File: src/ple_pkg.sv
`default_nettype none

package ple_pkg;

  localparam int unsigned DEPTH = 16;
  localparam int unsigned WIDTH = 32;
  localparam int unsigned AW    = $clog2(DEPTH);
  localparam int unsigned CW    = $clog2(DEPTH + 1);
  localparam int unsigned OPW   = 3;
  localparam int unsigned POSW  = 5;
  localparam int unsigned LENW  = 5;
  localparam int unsigned STW   = 2;

  typedef enum logic [OPW-1:0] {
    OP_PUSH_FRONT = 3'd0,
    OP_PUSH_BACK  = 3'd1,
    OP_READ_AT    = 3'd2,
    OP_INSERT_AT  = 3'd3,
    OP_DELETE_AT  = 3'd4,
    OP_CLEAR      = 3'd5
  } ple_op_e;

  typedef enum logic [STW-1:0] {
    ST_OK    = 2'd0,
    ST_RANGE = 2'd1,
    ST_FULL  = 2'd2
  } ple_status_e;

  typedef enum logic [2:0] {
    S_IDLE,
    S_DECODE,
    S_OPEN,
    S_WRITE,
    S_RD_CAP,
    S_DEL_CAP,
    S_CLOSE,
    S_RESULT
  } ple_state_e;

  typedef struct packed {
    logic [OPW-1:0]   opcode;
    logic [POSW-1:0]  position;
    logic [WIDTH-1:0] value;
  } ple_cmd_t;

  typedef struct packed {
    logic [WIDTH-1:0] read_value;
    logic [STW-1:0]   status;
    logic [LENW-1:0]  length;
  } ple_res_t;

  // request to the shared address stepper
  typedef struct packed {
    logic [AW-1:0] cur;
    logic [AW-1:0] lim;
    logic          up;
  } ple_step_req_t;

  typedef struct packed {
    logic [AW-1:0] nxt;
    logic          hit;
  } ple_step_rsp_t;

  typedef struct packed {
    logic             we;
    logic [AW-1:0]    waddr;
    logic [WIDTH-1:0] wdata;
    logic [AW-1:0]    raddr;
  } ple_mem_req_t;

endpackage

`default_nettype wire

File: src/ple_step.sv
`default_nettype none

// Shared address stepper: one increment/decrement and one limit compare.
module ple_step (
  input  wire ple_pkg::ple_step_req_t req_i,
  output ple_pkg::ple_step_rsp_t      rsp_o
);

  always_comb begin
    if (req_i.up) begin
      rsp_o.nxt = req_i.cur + ple_pkg::AW'(1);
    end else begin
      rsp_o.nxt = req_i.cur - ple_pkg::AW'(1);
    end
    rsp_o.hit = (req_i.cur == req_i.lim);
  end

endmodule

`default_nettype wire

File: src/ple_store.sv
`default_nettype none

// Entry storage: one write port, one read port with registered data.
module ple_store (
  input  wire                           clk_i,
  input  wire ple_pkg::ple_mem_req_t    req_i,
  output logic [ple_pkg::WIDTH-1:0]     rdata_o
);

  logic [ple_pkg::WIDTH-1:0] mem_q [ple_pkg::DEPTH];

  always_ff @(posedge clk_i) begin
    if (req_i.we) begin
      mem_q[req_i.waddr] <= req_i.wdata;
    end
  end

  always_ff @(posedge clk_i) begin
    rdata_o <= mem_q[req_i.raddr];
  end

endmodule

`default_nettype wire

File: src/positional_list_engine_core.sv
`default_nettype none

// Positional list engine: a packed ordered list of up to 16 words, front at
// index 0.
//
// Command channel: cmd_i (opcode, position, value) is taken at a rising edge
// with start high and busy low. busy stays high until the result is out.
// Result channel: done_o is high for exactly one cycle with result_o
// (read_value, status, length); the receiver takes it in that cycle and
// cannot hold it off, so the block never stalls on the output side.
//
// States from the accepting edge to the done cycle:
//   clear, unused opcode, any error      : decode, result
//   read, push or insert without a shift : decode, capture or write, result
//   insert or push that moves entries    : decode, an open step per entry moved, write, result
//   delete that moves entries            : decode, capture, a close step per entry moved, result
// The next command is taken only after the return to idle. The entry store
// sets the pace of the sweeps: with one write port and a registered read
// port the sequencer moves one entry per cycle.
//
// Reset clears the length and the sequencer; stored words are not cleared
// and only words below the current length are ever returned or moved.
module positional_list_engine_core (
  input  wire                     clk_i,
  input  wire                     rst_ni,
  input  wire                     start,
  output logic                    busy,
  input  wire ple_pkg::ple_cmd_t  cmd_i,
  output logic                    done_o,
  output ple_pkg::ple_res_t       result_o
);

  ple_pkg::ple_state_e  state_q, state_d;
  ple_pkg::ple_cmd_t    cmd_q;
  ple_pkg::ple_status_e st_q, st_d;

  logic [ple_pkg::CW-1:0]    count_q, count_d;
  logic [ple_pkg::AW-1:0]    cur_q, cur_d;    // address being read
  logic [ple_pkg::AW-1:0]    wa_q, wa_d;      // address the read data goes to
  logic [ple_pkg::AW-1:0]    lim_q, lim_d;    // last address of the sweep
  logic [ple_pkg::WIDTH-1:0] rd_q, rd_d;

  ple_pkg::ple_step_req_t    step_req;
  ple_pkg::ple_step_rsp_t    step_rsp;
  ple_pkg::ple_mem_req_t     mem_req;
  logic [ple_pkg::WIDTH-1:0] rdata;

  logic                   accept;
  logic [ple_pkg::CW-1:0] pos_eff;
  logic [ple_pkg::CW-1:0] count_m1;
  logic                   is_put;
  logic                   is_access;
  logic                   put_range;
  logic                   put_full;
  logic                   put_shift;
  logic                   acc_range;

  assign busy   = (state_q != ple_pkg::S_IDLE);
  assign accept = start && !busy;

  // Step down while opening a gap, up while closing one.
  assign step_req.cur = cur_q;
  assign step_req.lim = lim_q;
  assign step_req.up  = (state_q == ple_pkg::S_DEL_CAP) || (state_q == ple_pkg::S_CLOSE);

  ple_step u_step (
    .req_i (step_req),
    .rsp_o (step_rsp)
  );

  ple_store u_store (
    .clk_i   (clk_i),
    .req_i   (mem_req),
    .rdata_o (rdata)
  );

  // Command decode on the held command.
  always_comb begin
    is_put    = 1'b0;
    is_access = 1'b0;
    pos_eff   = ple_pkg::CW'(cmd_q.position);
    case (ple_pkg::ple_op_e'(cmd_q.opcode))
      ple_pkg::OP_PUSH_FRONT: begin
        is_put  = 1'b1;
        pos_eff = '0;
      end
      ple_pkg::OP_PUSH_BACK: begin
        is_put  = 1'b1;
        pos_eff = count_q;
      end
      ple_pkg::OP_INSERT_AT: begin
        is_put = 1'b1;
      end
      ple_pkg::OP_READ_AT,
      ple_pkg::OP_DELETE_AT: begin
        is_access = 1'b1;
      end
      default: begin
      end
    endcase
    count_m1  = count_q - ple_pkg::CW'(1);
    // range check comes before the full check
    put_range = (pos_eff > count_q);
    put_full  = (count_q >= ple_pkg::CW'(ple_pkg::DEPTH));
    put_shift = (pos_eff != count_q);
    acc_range = (ple_pkg::CW'(cmd_q.position) >= count_q) ||
                (cmd_q.position > ple_pkg::POSW'(ple_pkg::DEPTH));
  end

  // Next state.
  always_comb begin
    state_d = state_q;
    case (state_q)
      ple_pkg::S_IDLE: begin
        if (accept) state_d = ple_pkg::S_DECODE;
      end
      ple_pkg::S_DECODE: begin
        if (is_put) begin
          if (put_range || put_full) begin
            state_d = ple_pkg::S_RESULT;
          end else if (put_shift) begin
            state_d = ple_pkg::S_OPEN;
          end else begin
            state_d = ple_pkg::S_WRITE;
          end
        end else if (is_access && !acc_range) begin
          if (ple_pkg::ple_op_e'(cmd_q.opcode) == ple_pkg::OP_READ_AT) begin
            state_d = ple_pkg::S_RD_CAP;
          end else begin
            state_d = ple_pkg::S_DEL_CAP;
          end
        end else begin
          state_d = ple_pkg::S_RESULT;
        end
      end
      ple_pkg::S_OPEN: begin
        if (step_rsp.hit) state_d = ple_pkg::S_WRITE;
      end
      ple_pkg::S_WRITE:  state_d = ple_pkg::S_RESULT;
      ple_pkg::S_RD_CAP: state_d = ple_pkg::S_RESULT;
      ple_pkg::S_DEL_CAP,
      ple_pkg::S_CLOSE: begin
        if (step_rsp.hit) begin
          state_d = ple_pkg::S_RESULT;
        end else begin
          state_d = ple_pkg::S_CLOSE;
        end
      end
      ple_pkg::S_RESULT: state_d = ple_pkg::S_IDLE;
      default:           state_d = ple_pkg::S_IDLE;
    endcase
  end

  // Datapath control: store ports and result registers.
  always_comb begin
    count_d = count_q;
    cur_d   = cur_q;
    wa_d    = wa_q;
    lim_d   = lim_q;
    rd_d    = rd_q;
    st_d    = st_q;

    mem_req.we    = 1'b0;
    mem_req.waddr = wa_q;
    mem_req.wdata = rdata;
    mem_req.raddr = step_rsp.nxt;

    case (state_q)
      ple_pkg::S_DECODE: begin
        rd_d = '0;
        st_d = ple_pkg::ST_OK;
        if (is_put) begin
          if (put_range) begin
            st_d = ple_pkg::ST_RANGE;
          end else if (put_full) begin
            st_d = ple_pkg::ST_FULL;
          end else begin
            // sweep down from the tail, opening a gap at the target
            lim_d         = pos_eff[ple_pkg::AW-1:0];
            cur_d         = count_m1[ple_pkg::AW-1:0];
            wa_d          = count_q[ple_pkg::AW-1:0];
            mem_req.raddr = count_m1[ple_pkg::AW-1:0];
          end
        end else if (is_access) begin
          if (acc_range) begin
            st_d = ple_pkg::ST_RANGE;
          end else begin
            lim_d         = count_m1[ple_pkg::AW-1:0];
            cur_d         = cmd_q.position[ple_pkg::AW-1:0];
            mem_req.raddr = cmd_q.position[ple_pkg::AW-1:0];
          end
        end else if (ple_pkg::ple_op_e'(cmd_q.opcode) == ple_pkg::OP_CLEAR) begin
          count_d = '0;
        end
      end
      ple_pkg::S_OPEN: begin
        mem_req.we = 1'b1;
        if (!step_rsp.hit) begin
          cur_d = step_rsp.nxt;
          wa_d  = cur_q;
        end
      end
      ple_pkg::S_WRITE: begin
        mem_req.we    = 1'b1;
        mem_req.waddr = lim_q;
        mem_req.wdata = cmd_q.value;
        count_d       = count_q + ple_pkg::CW'(1);
      end
      ple_pkg::S_RD_CAP: begin
        rd_d = rdata;
      end
      ple_pkg::S_DEL_CAP: begin
        rd_d = rdata;
        if (step_rsp.hit) begin
          count_d = count_m1;
        end else begin
          cur_d = step_rsp.nxt;
          wa_d  = cur_q;
        end
      end
      ple_pkg::S_CLOSE: begin
        mem_req.we = 1'b1;
        if (step_rsp.hit) begin
          count_d = count_m1;
        end else begin
          cur_d = step_rsp.nxt;
          wa_d  = cur_q;
        end
      end
      default: begin
      end
    endcase
  end

  always_ff @(posedge clk_i or negedge rst_ni) begin
    if (!rst_ni) begin
      state_q <= ple_pkg::S_IDLE;
      count_q <= '0;
    end else begin
      state_q <= state_d;
      count_q <= count_d;
    end
  end

  // Payload registers: no reset needed.
  always_ff @(posedge clk_i) begin
    if (accept) begin
      cmd_q <= cmd_i;
    end
    cur_q <= cur_d;
    wa_q  <= wa_d;
    lim_q <= lim_d;
    rd_q  <= rd_d;
    st_q  <= st_d;
  end

  assign done_o              = (state_q == ple_pkg::S_RESULT);
  assign result_o.read_value = rd_q;
  assign result_o.status     = st_q;
  assign result_o.length     = ple_pkg::LENW'(count_q);

  // An accepted command always leads to busy in the next cycle.
  a_accept_busy: assert property (@(posedge clk_i) disable iff (!rst_ni)
    accept |=> busy)
    else $error("accepted command did not raise busy");

  // The result strobe is a single cycle and frees the command side.
  a_done_frees: assert property (@(posedge clk_i) disable iff (!rst_ni)
    done_o |=> !done_o && !busy)
    else $error("result strobe longer than one cycle");

  // The store is only written while a command is in flight.
  a_write_busy: assert property (@(posedge clk_i) disable iff (!rst_ni)
    mem_req.we |-> busy)
    else $error("store write while idle");

  // A full report comes only with a full store.
  a_full_len: assert property (@(posedge clk_i) disable iff (!rst_ni)
    done_o && (result_o.status == ple_pkg::ST_FULL) |->
      (result_o.length == ple_pkg::LENW'(ple_pkg::DEPTH)))
    else $error("full status with room left");

  // Errors never return data.
  a_err_zero: assert property (@(posedge clk_i) disable iff (!rst_ni)
    done_o && (result_o.status != ple_pkg::ST_OK) |-> (result_o.read_value == '0))
    else $error("data returned on error");

  // Length never exceeds the capacity while a command is in flight.
  a_len_cap: assert property (@(posedge clk_i) disable iff (!rst_ni)
    busy |-> (count_q <= ple_pkg::CW'(ple_pkg::DEPTH)))
    else $error("length beyond capacity");

endmodule

`default_nettype wire
File: config.mk
export PLATFORM = sky130hd
export DESIGN_NAME = positional_list_engine_core
export DESIGN_NICKNAME = d
export VERILOG_FILES = /design/src/ple_pkg.sv /design/src/ple_step.sv /design/src/ple_store.sv /design/src/positional_list_engine_core.sv
export SDC_FILE = /design/constraint.sdc
export NUM_CORES = 1
export LEC_CHECK = 0
export BUFFER_PORTS_ARGS = -buffer_cell sky130_fd_sc_hd__buf_2
export CORE_MARGIN = 2
export CORE_UTILIZATION = 50
export CTS_BUF_LIST = sky130_fd_sc_hd__clkbuf_4 sky130_fd_sc_hd__clkbuf_8
export DETAILED_ROUTE_END_ITERATION = 10
export PLACE_DENSITY = 0.74
export SETUP_SLACK_MARGIN = 0.5
export SLEW_MARGIN = 10
export SYNTH_ARGS = -nofsm -noshare
export SYNTH_HDL_FRONTEND = slang
export SYNTH_SLANG_ARGS = --single-unit
File: constraint.sdc
create_clock -name clk_i -period 9.3 [get_ports clk_i]
set_clock_uncertainty 0.15 [all_clocks]
set_input_delay 0.465 -clock clk_i [delete_from_list [all_inputs] [get_ports clk_i]]
set_output_delay 0.465 -clock clk_i [all_outputs]
set_load 0.05 [all_outputs]
==> key figures, run 1 <==
Outcome
  – Outcome: completed

Placement
  – Placer's final routability congestion estimate: 0.889
  – Hpwl dp: 30.3 mm
  – Total of buffers placed on input and output ports: 83

Die
  – Area of the core: between 50,000 and 60,000 um2
  – IO Pins: 84
  – Die X-Extent: 230 um
  – Floorplan die area: between 50,000 and 60,000 um2
  – Number of core rows: 82
  – Die height: 230 um
  – Initial Utilization: 0.507

Layout
  – Antenna fix cells: 0
  – Synth-to-layout area growth: 14.5%
  – Fraction of layout instances using a drive strength above 1: 0.306
  – Count of nets after finishing: 1,706
  – Area of combinational cells with multiple inputs: 6380 um2
  – Final-layout fill cell count: 3,749
  – Combined flip-flop and latch cell area: 18,800 um2

Logic synthesis
  – Seq cells post-synth: 638
  – Count of flip-flops with a built-in enable after synthesis: 598
  – Fraction of registers with async set/reset: 0.0125
  – Proportion of netlist area held by the largest area contributor: 0.704
  – Top-count cell post-synth: edfxtp_1
  – Net count of the mapped netlist: between 1,500 and 2,000
  – Most area-hungry cell type in the Yosys netlist: edfxtp_1
  – Mean Syn Cell Area: 17.3 um2
  – Count of cell types in the netlist: 64
  – Mapped Area: about 25,000 um2
  – Synthesized instance count: ~1,500
  – Syn. warnings: 0
  – Primary FF master, synth: edfxtp_1
  – Biggest area contributors in the synthesized netlist: edfxtp_1, mux2_2, mux2_1
  – Sequential element share of the synthesized area: 0.737
  – Leading post-synthesis cells by instance count: edfxtp_1, nand2_1, mux2_2

Setup path
  – Number of cells traversed by the worst register-to-register path: 14
  – CP cell instances: or2_2 -> nand2_1 -> nand2_1 -> ha_1 -> and3_1 -> nand3_1 -> o32ai_2 -> a21boi_4 -> a211oi_4 -> buf_4 -> buf_4 -> mux2_1 -> o22ai_1 -> nor4_2
  – CP startpoint kind: flop
  – Critical-path top delay cell: buf_4
  – R2r startpoint: cmd_q[38]
  – Req. time, crit path: 9.70 ns
  – Reg2reg end: u_store.rdata_o[21]
  – Worst R2R Setup Slack: approximately 3.9 ns
  – Worst Setup End Kind: flop
  – WP data arrival: 5.84 ns
  – Worst stage delay on the critical path: about 0.85 ns
  – Worst setup path class: reg2reg
  – Maximum fanout along the worst path: 71

Clock tree
  – H-tree depth: 3
  – Worst-path clk slew: 0.06 ns
  – Clock sinks: 638
  – Clock Latency Late Sink: 0.68 ns
  – Clock tree from TritonCTS: built
  – Clock tree buffer depth: 3
  – Clock root buffer: clkbuf_8
  – Post-CTS setup-driven buffer insertion count: 0
  – Number of buffers inserted during clock tree synthesis: 97

STA
  – RSZ-0062 raised after global routing: no
  – F_max: 184 MHz
  – Worst Max-Slew Pin Slew: about 1.1 ns
  – Max-Slew Margin vs Limit: 0.277
  – Number of endpoints with negative hold slack in the final report: 0
  – Number of max-slew violations in the final report: 0
  – Sum of negative setup slack: 0 ns
  – Final critical delay including setup and external delays: 5.44 ns
  – Period Utilization, post-route: 0.585
  – Total of endpoints with negative setup slack in the final report: 0

Route
  – DRT Pass-1 Iters: 6
  – DR vias/cell: 5.79
  – Number of nets with antenna violations after detailed routing: 0
  – Detailed Route WL: 57.5 mm
  – Number of DRC markers after the initial detailed-route iteration: roughly 1,400
  – DRC Markers: 0
  – Wirelength per Cell: 23.9 um
  – Vias: between 10,000 and 15,000

GRT
  – Via count of the first global-routing pass: 14,100
  – Aggregate global routing overflow: 0
  – Global-route wire length before repair: approximately 85 mm
  – Antenna violations before repair: 0
  – Pin count of the biggest net entering global routing: about 70
  – Combined global-route utilization of all metal layers: 0.218

Worst hold path
  – Class of the tightest hold or removal check: in2reg
  – Capture endpoint of the worst hold path: state_q[0]
  – Hold path startpoint: start
  – Hold depth: 4

Job
  – Max cap viols: 0
-- routing by layer --
| layer | vias up | GRT usage | part of all wire |
|---|---|---|---|
| met4 | 0 | 0.0663 | 0.021 |
| met3 | 97 | 0.0437 | 0.070 |
| li1 | 6116 | - | - |
| met5 | - | 0 | 0 |
| met2 | 582 | 0.359 | 0.49 |
| met1 | 7117 | 0.294 | 0.42 |
-- cells by family after synthesis --
group,Yosys count,synth area share
buffers and inverters,91,0.0186
AND/OR/NAND/NOR,310,0.0646
adder cells (fa/ha/maj),15,0.00766
XOR/XNOR,10,0.00398
flip-flops,638,0.737
multiplexers,226,0.114
AO/OA/AOI/OAI,180,0.0538
-- flip-flops by register name, indices dropped and copies added, names as in the netlist --
register / count
u_store.mem_q: 512
cmd_q: 40
rd_q: 32
u_store.rdata_o: 32
count_q: 5
cur_q: 4
lim_q: 4
wa_q: 4
state_q: 3
st_q: 2
-- final cells by class --
cell class,instances,share of cell area
multi-input cells,741,0.219
flip-flops and latches,638,0.644
well taps,672,0.0288
clock inverters,25,0.00519
inverters,14,0.00180
clock buffers,157,0.0650
repair buffers,156,0.0366
-- stage by stage --
step                      cell area [um2]   util  instances  hold WS (ns)  setup slack, ns
after CTS                           29200  0.581       2403        0.0862             3.93
after global placement              26700  0.531       2179         0.164             4.14
after detailed placement            26700  0.531       2179         0.168             3.94
after global routing                29200  0.581       2403         0.152             3.64
after floorplan                     25500      -       1470        0.0194             5.55
final                               29200  0.581       2403         0.114             3.86
-- worst max path at each step --
stage / depth (start not counted) / slack (ns) / from / endpoint
after floorplan: 17 / 5.55 / cmd_q[39] / u_store.rdata_o[30]
after global placement: 14 / 4.14 / cmd_q[38] / u_store.rdata_o[19]
final: 14 / 3.86 / cmd_q[38] / u_store.rdata_o[21]
after CTS: 14 / 3.93 / cmd_q[38] / u_store.rdata_o[30]
after detailed placement: 14 / 3.94 / cmd_q[38] / u_store.rdata_o[30]
after global routing: 14 / 3.64 / cmd_q[38] / u_store.rdata_o[30]
-- placed cells by master (no fill, tap or decap), types with 4 or more instances in the layout --
cell type / count
nor4_2: 31
mux4_2: 32
o22ai_1: 69
and2_1: 34
nor2_1: 52
and3_1: 6
clkinv_1: 15
o21ai_0: 24
nor2_4: 18
xnor2_1: 4
nand2_1: 126
nor3_1: 4
inv_1: 12
clkinv_2: 5
mux2_1: 75
dfrtp_1: 8
o22ai_2: 30
buf_2: 83
clkbuf_4: 42
nand2b_1: 4
edfxtp_1: 598
o21a_1: 7
a31oi_1: 6
ha_1: 14
xor2_1: 5
dlygate4sd3_1: 42
dfxtp_1: 32
mux2_2: 117
nand3_1: 8
o211ai_1: 5
clkbuf_8: 115
buf_4: 31
a21oi_1: 15
-- what timing repair did --
item	CTS	global route
endpoints found under the setup margin	0	0
resized for setup	0	0
hold endpoints to repair	48	0
hold buffers	42	0
-- worst max-delay path, delay by kind of cell (launching register included) --
kind                     cells  cell delay, ns
AO/OA/AOI/OAI                4            1.27
adder cells (fa/ha/maj)      1            0.31
buffers and inverters        2            1.67
flip-flops                   1            0.50
multiplexers                 1            0.39
AND/OR/NAND/NOR              6            0.92
Power of run 1 is not shown: default switching activity piles up to over one toggle a cycle in this logic, so the estimate is an artifact.
==> run 2, diff against run 1 <==
--- a/config.mk
+++ b/config.mk
@@ -10,7 +10,7 @@
 export CORE_UTILIZATION = 50
 export CTS_BUF_LIST = sky130_fd_sc_hd__clkbuf_4 sky130_fd_sc_hd__clkbuf_8
 export DETAILED_ROUTE_END_ITERATION = 10
-export PLACE_DENSITY = 0.74
+export PLACE_DENSITY = 0.77
 export SETUP_SLACK_MARGIN = 0.5
 export SLEW_MARGIN = 10
 export SYNTH_ARGS = -nofsm -noshare
==> constraint.sdc (replaced) <==
create_clock -name clk_i -period 4.8 [get_ports clk_i]
set_clock_uncertainty 0.15 [all_clocks]
set_input_delay 0.24 -clock clk_i [delete_from_list [all_inputs] [get_ports clk_i]]
set_output_delay 0.24 -clock clk_i [all_outputs]
set_load 0.05 [all_outputs]
==> key figures, run 2 (synthesized netlist as in run 1, its figures left out) <==
Setup path
  – WP data arrival: 4.55 ns (-1.29 ns)
  – Maximum fanout along the worst path: 32 (-55%)
  – Worst Setup End Kind: flop
  – Worst setup path class: reg2reg
  – Req. time, crit path: 5.20 ns (-4.50 ns)
  – CP startpoint kind: flop

STA
  – Sum of negative setup slack: 0 ns (unchanged)
  – RSZ-0062 raised after global routing: yes
  – Number of max-slew violations in the final report: 0 (unchanged)
  – Period Utilization, post-route: 0.864 (+0.278)
  – Max-Slew Margin vs Limit: 0.342 (+0.0654)
  – Post-layout worst setup margin: 0.653 ns (-3.20 ns)
  – Worst hold slack across all endpoints: 0.126 ns (+0.0123 ns)
  – Final critical delay including setup and external delays: 4.15 ns (-1.30 ns)
  – Worst Max-Slew Pin Slew: 0.982 ns (-0.103 ns)
  – F_max: 241 MHz (+31%)
  – Total of endpoints with negative setup slack in the final report: 0 (unchanged)
  – Number of endpoints with negative hold slack in the final report: 0 (unchanged)

Layout
  – Biggest registers after layout: u_store.mem_q x512, cmd_q x40
  – Fraction of layout instances using a drive strength above 1: 0.313 (+0.00700)
  – Most common cell after layout, fill and taps aside: edfxtp_1
  – Max reg flops: 512 (unchanged)
  – Antenna fix cells: 0 (unchanged)
  – Register name with the most flops: u_store.mem_q
  – Most frequent cells in the layout: edfxtp_1, nand2_1, mux2_2
  – Final-layout fill cell count: 3,731 (-0.48%)
  – Count of nets after finishing: 1,728 (+1.3%)
  – Synth-to-layout area growth: 15.7%

Route
  – Number of DRC markers after the initial detailed-route iteration: 1,455 (+2.1%)
  – DRT Pass-1 Iters: 5 (-1)
  – Detailed Route WL: 58.2 mm (+1.3%)
  – DR vias/cell: 5.83 (+0.67%)
  – Wirelength per Cell: 24.0 um (+0.35%)
  – Vias: 14,100 (+1.6%)
  – DRC Markers: 0 (unchanged)
  – Number of nets with antenna violations after detailed routing: 0 (unchanged)

Clock tree
  – Clock Latency Late Sink: 0.69 ns (about the same)
  – Clock tree buffer depth: 3 (unchanged)
  – Clock root buffer: clkbuf_8
  – H-tree depth: 3 (unchanged)
  – Worst-path clk slew: 0.06 ns (about the same)
  – Clock tree from TritonCTS: built
  – Clock sinks: 638 (unchanged)
  – Number of buffers inserted during clock tree synthesis: 99 (+2.1%)

Worst hold path
  – Class of the tightest hold or removal check: in2reg

GRT
  – Pin count of the biggest net entering global routing: 82 (+14%)
  – Aggregate global routing overflow: 0 (unchanged)
  – Via count of the first global-routing pass: 14,300 (+1.7%)
  – Antenna violations before repair: 1 (+1)
  – Global-route wire length before repair: 86.0 mm (+0.87%)
  – Combined global-route utilization of all metal layers: 0.218 (+0.000515)

Placement
  – Total of buffers placed on input and output ports: 83 (unchanged)
  – Placement-stage worst setup slack: 0.571 ns (-3.37 ns)
  – Hpwl dp: 31.9 mm (+5.5%)
  – Placer's final routability congestion estimate: 0.859 (-3.3%)

Die
  – Floorplan die area: 52,800 um2 (unchanged)
  – Die X-Extent: 230 um (unchanged)
  – Area of the core: 50,300 um2 (unchanged)
  – Die height: 230 um (unchanged)
  – IO Pins: 84 (unchanged)
  – Initial Utilization: 0.507 (unchanged)
  – Number of core rows: 82 (unchanged)

Job
  – Max cap viols: 0 (unchanged)

Outcome
  – Outcome: completed
## run 2: cell count changes in the layout (fill, tap and decap cells not counted), moves of 2 or more
cell	before	now
clkinv_2	5	9
buf_4	31	39
clkinv_1	15	18
buf_12	0	8
clkbuf_8	115	108
clkinvlp_4	2	5
buf_6	0	2
clkbuf_4	42	38
bufinv_16	1	3
## run 2: what timing repair did
| item | in CTS | in global routing |
|---|---|---|
| resized for setup | 0 | 5 |
| endpoints found under the hold margin | 69 | 0 |
| hold buffers | 43 | 0 |
| setup buffers | 0 | 1 |
| setup endpoints to repair | 0 | 32 |
## run 2: path summary, 6_finish.rpt
check	from	endpoint	slack, ns	cells after the start
min in group asynchronous	rst_ni	count_q[4]	0.42	3
min	cmd_i[33]	cmd_q[33]	0.13	2
max reg2reg	cmd_q[38]	u_store.rdata_o[7]	0.65	13
min reg2reg	u_store.rdata_o[21]	rd_q[21]	0.38	1
max in group asynchronous	rst_ni	count_q[3]	3.79	3
max	cmd_q[38]	u_store.rdata_o[7]	0.65	13
## run 2: worst max-delay path, stage by stage, from the launching register on
cell and delay, ns:
edfxtp_1 0.50, or2_2 0.40, nand2_1 0.08, o21ai_0 0.08, ha_1 0.34, o211ai_1 0.11
a21oi_1 0.28, o32ai_4 0.22, a2bb2oi_1 0.35, o22a_4 0.30, buf_4 0.49, mux2_2 0.41
o22ai_1 0.22, nor4_2 0.06
## run 2: final cells by class
cell class                 instances  area (um2)  share of cell area
clock buffer                     146        1770              0.0601
timing repair buffer             176        1350              0.0456
sequential                       638       18800               0.637
tap                              672         841              0.0285
inverter                          14        52.6             0.00178
clock inverter                    38         284             0.00963
multi-input combinational        741        6400               0.217
## run 2: layer usage
metal  global-route usage  wire length (um)
met5                    0                 0
met4               0.0774              1730
met3               0.0470              5000
met2                0.353             28100
met1                0.295             23400
## run 2: per-stage QoR
| step | utilization | cell area [um2] | cells |
|---|---|---|---|
| floorplan | - | 25500 | 1470 |
| global placement | 0.536 | 26900 | 2196 |
| detailed placement | 0.536 | 26900 | 2196 |
| CTS | 0.585 | 29400 | 2423 |
| global route | 0.587 | 29500 | 2425 |
| finish | 0.587 | 29500 | 2425 |
Power of run 2 is left out for the same reason.
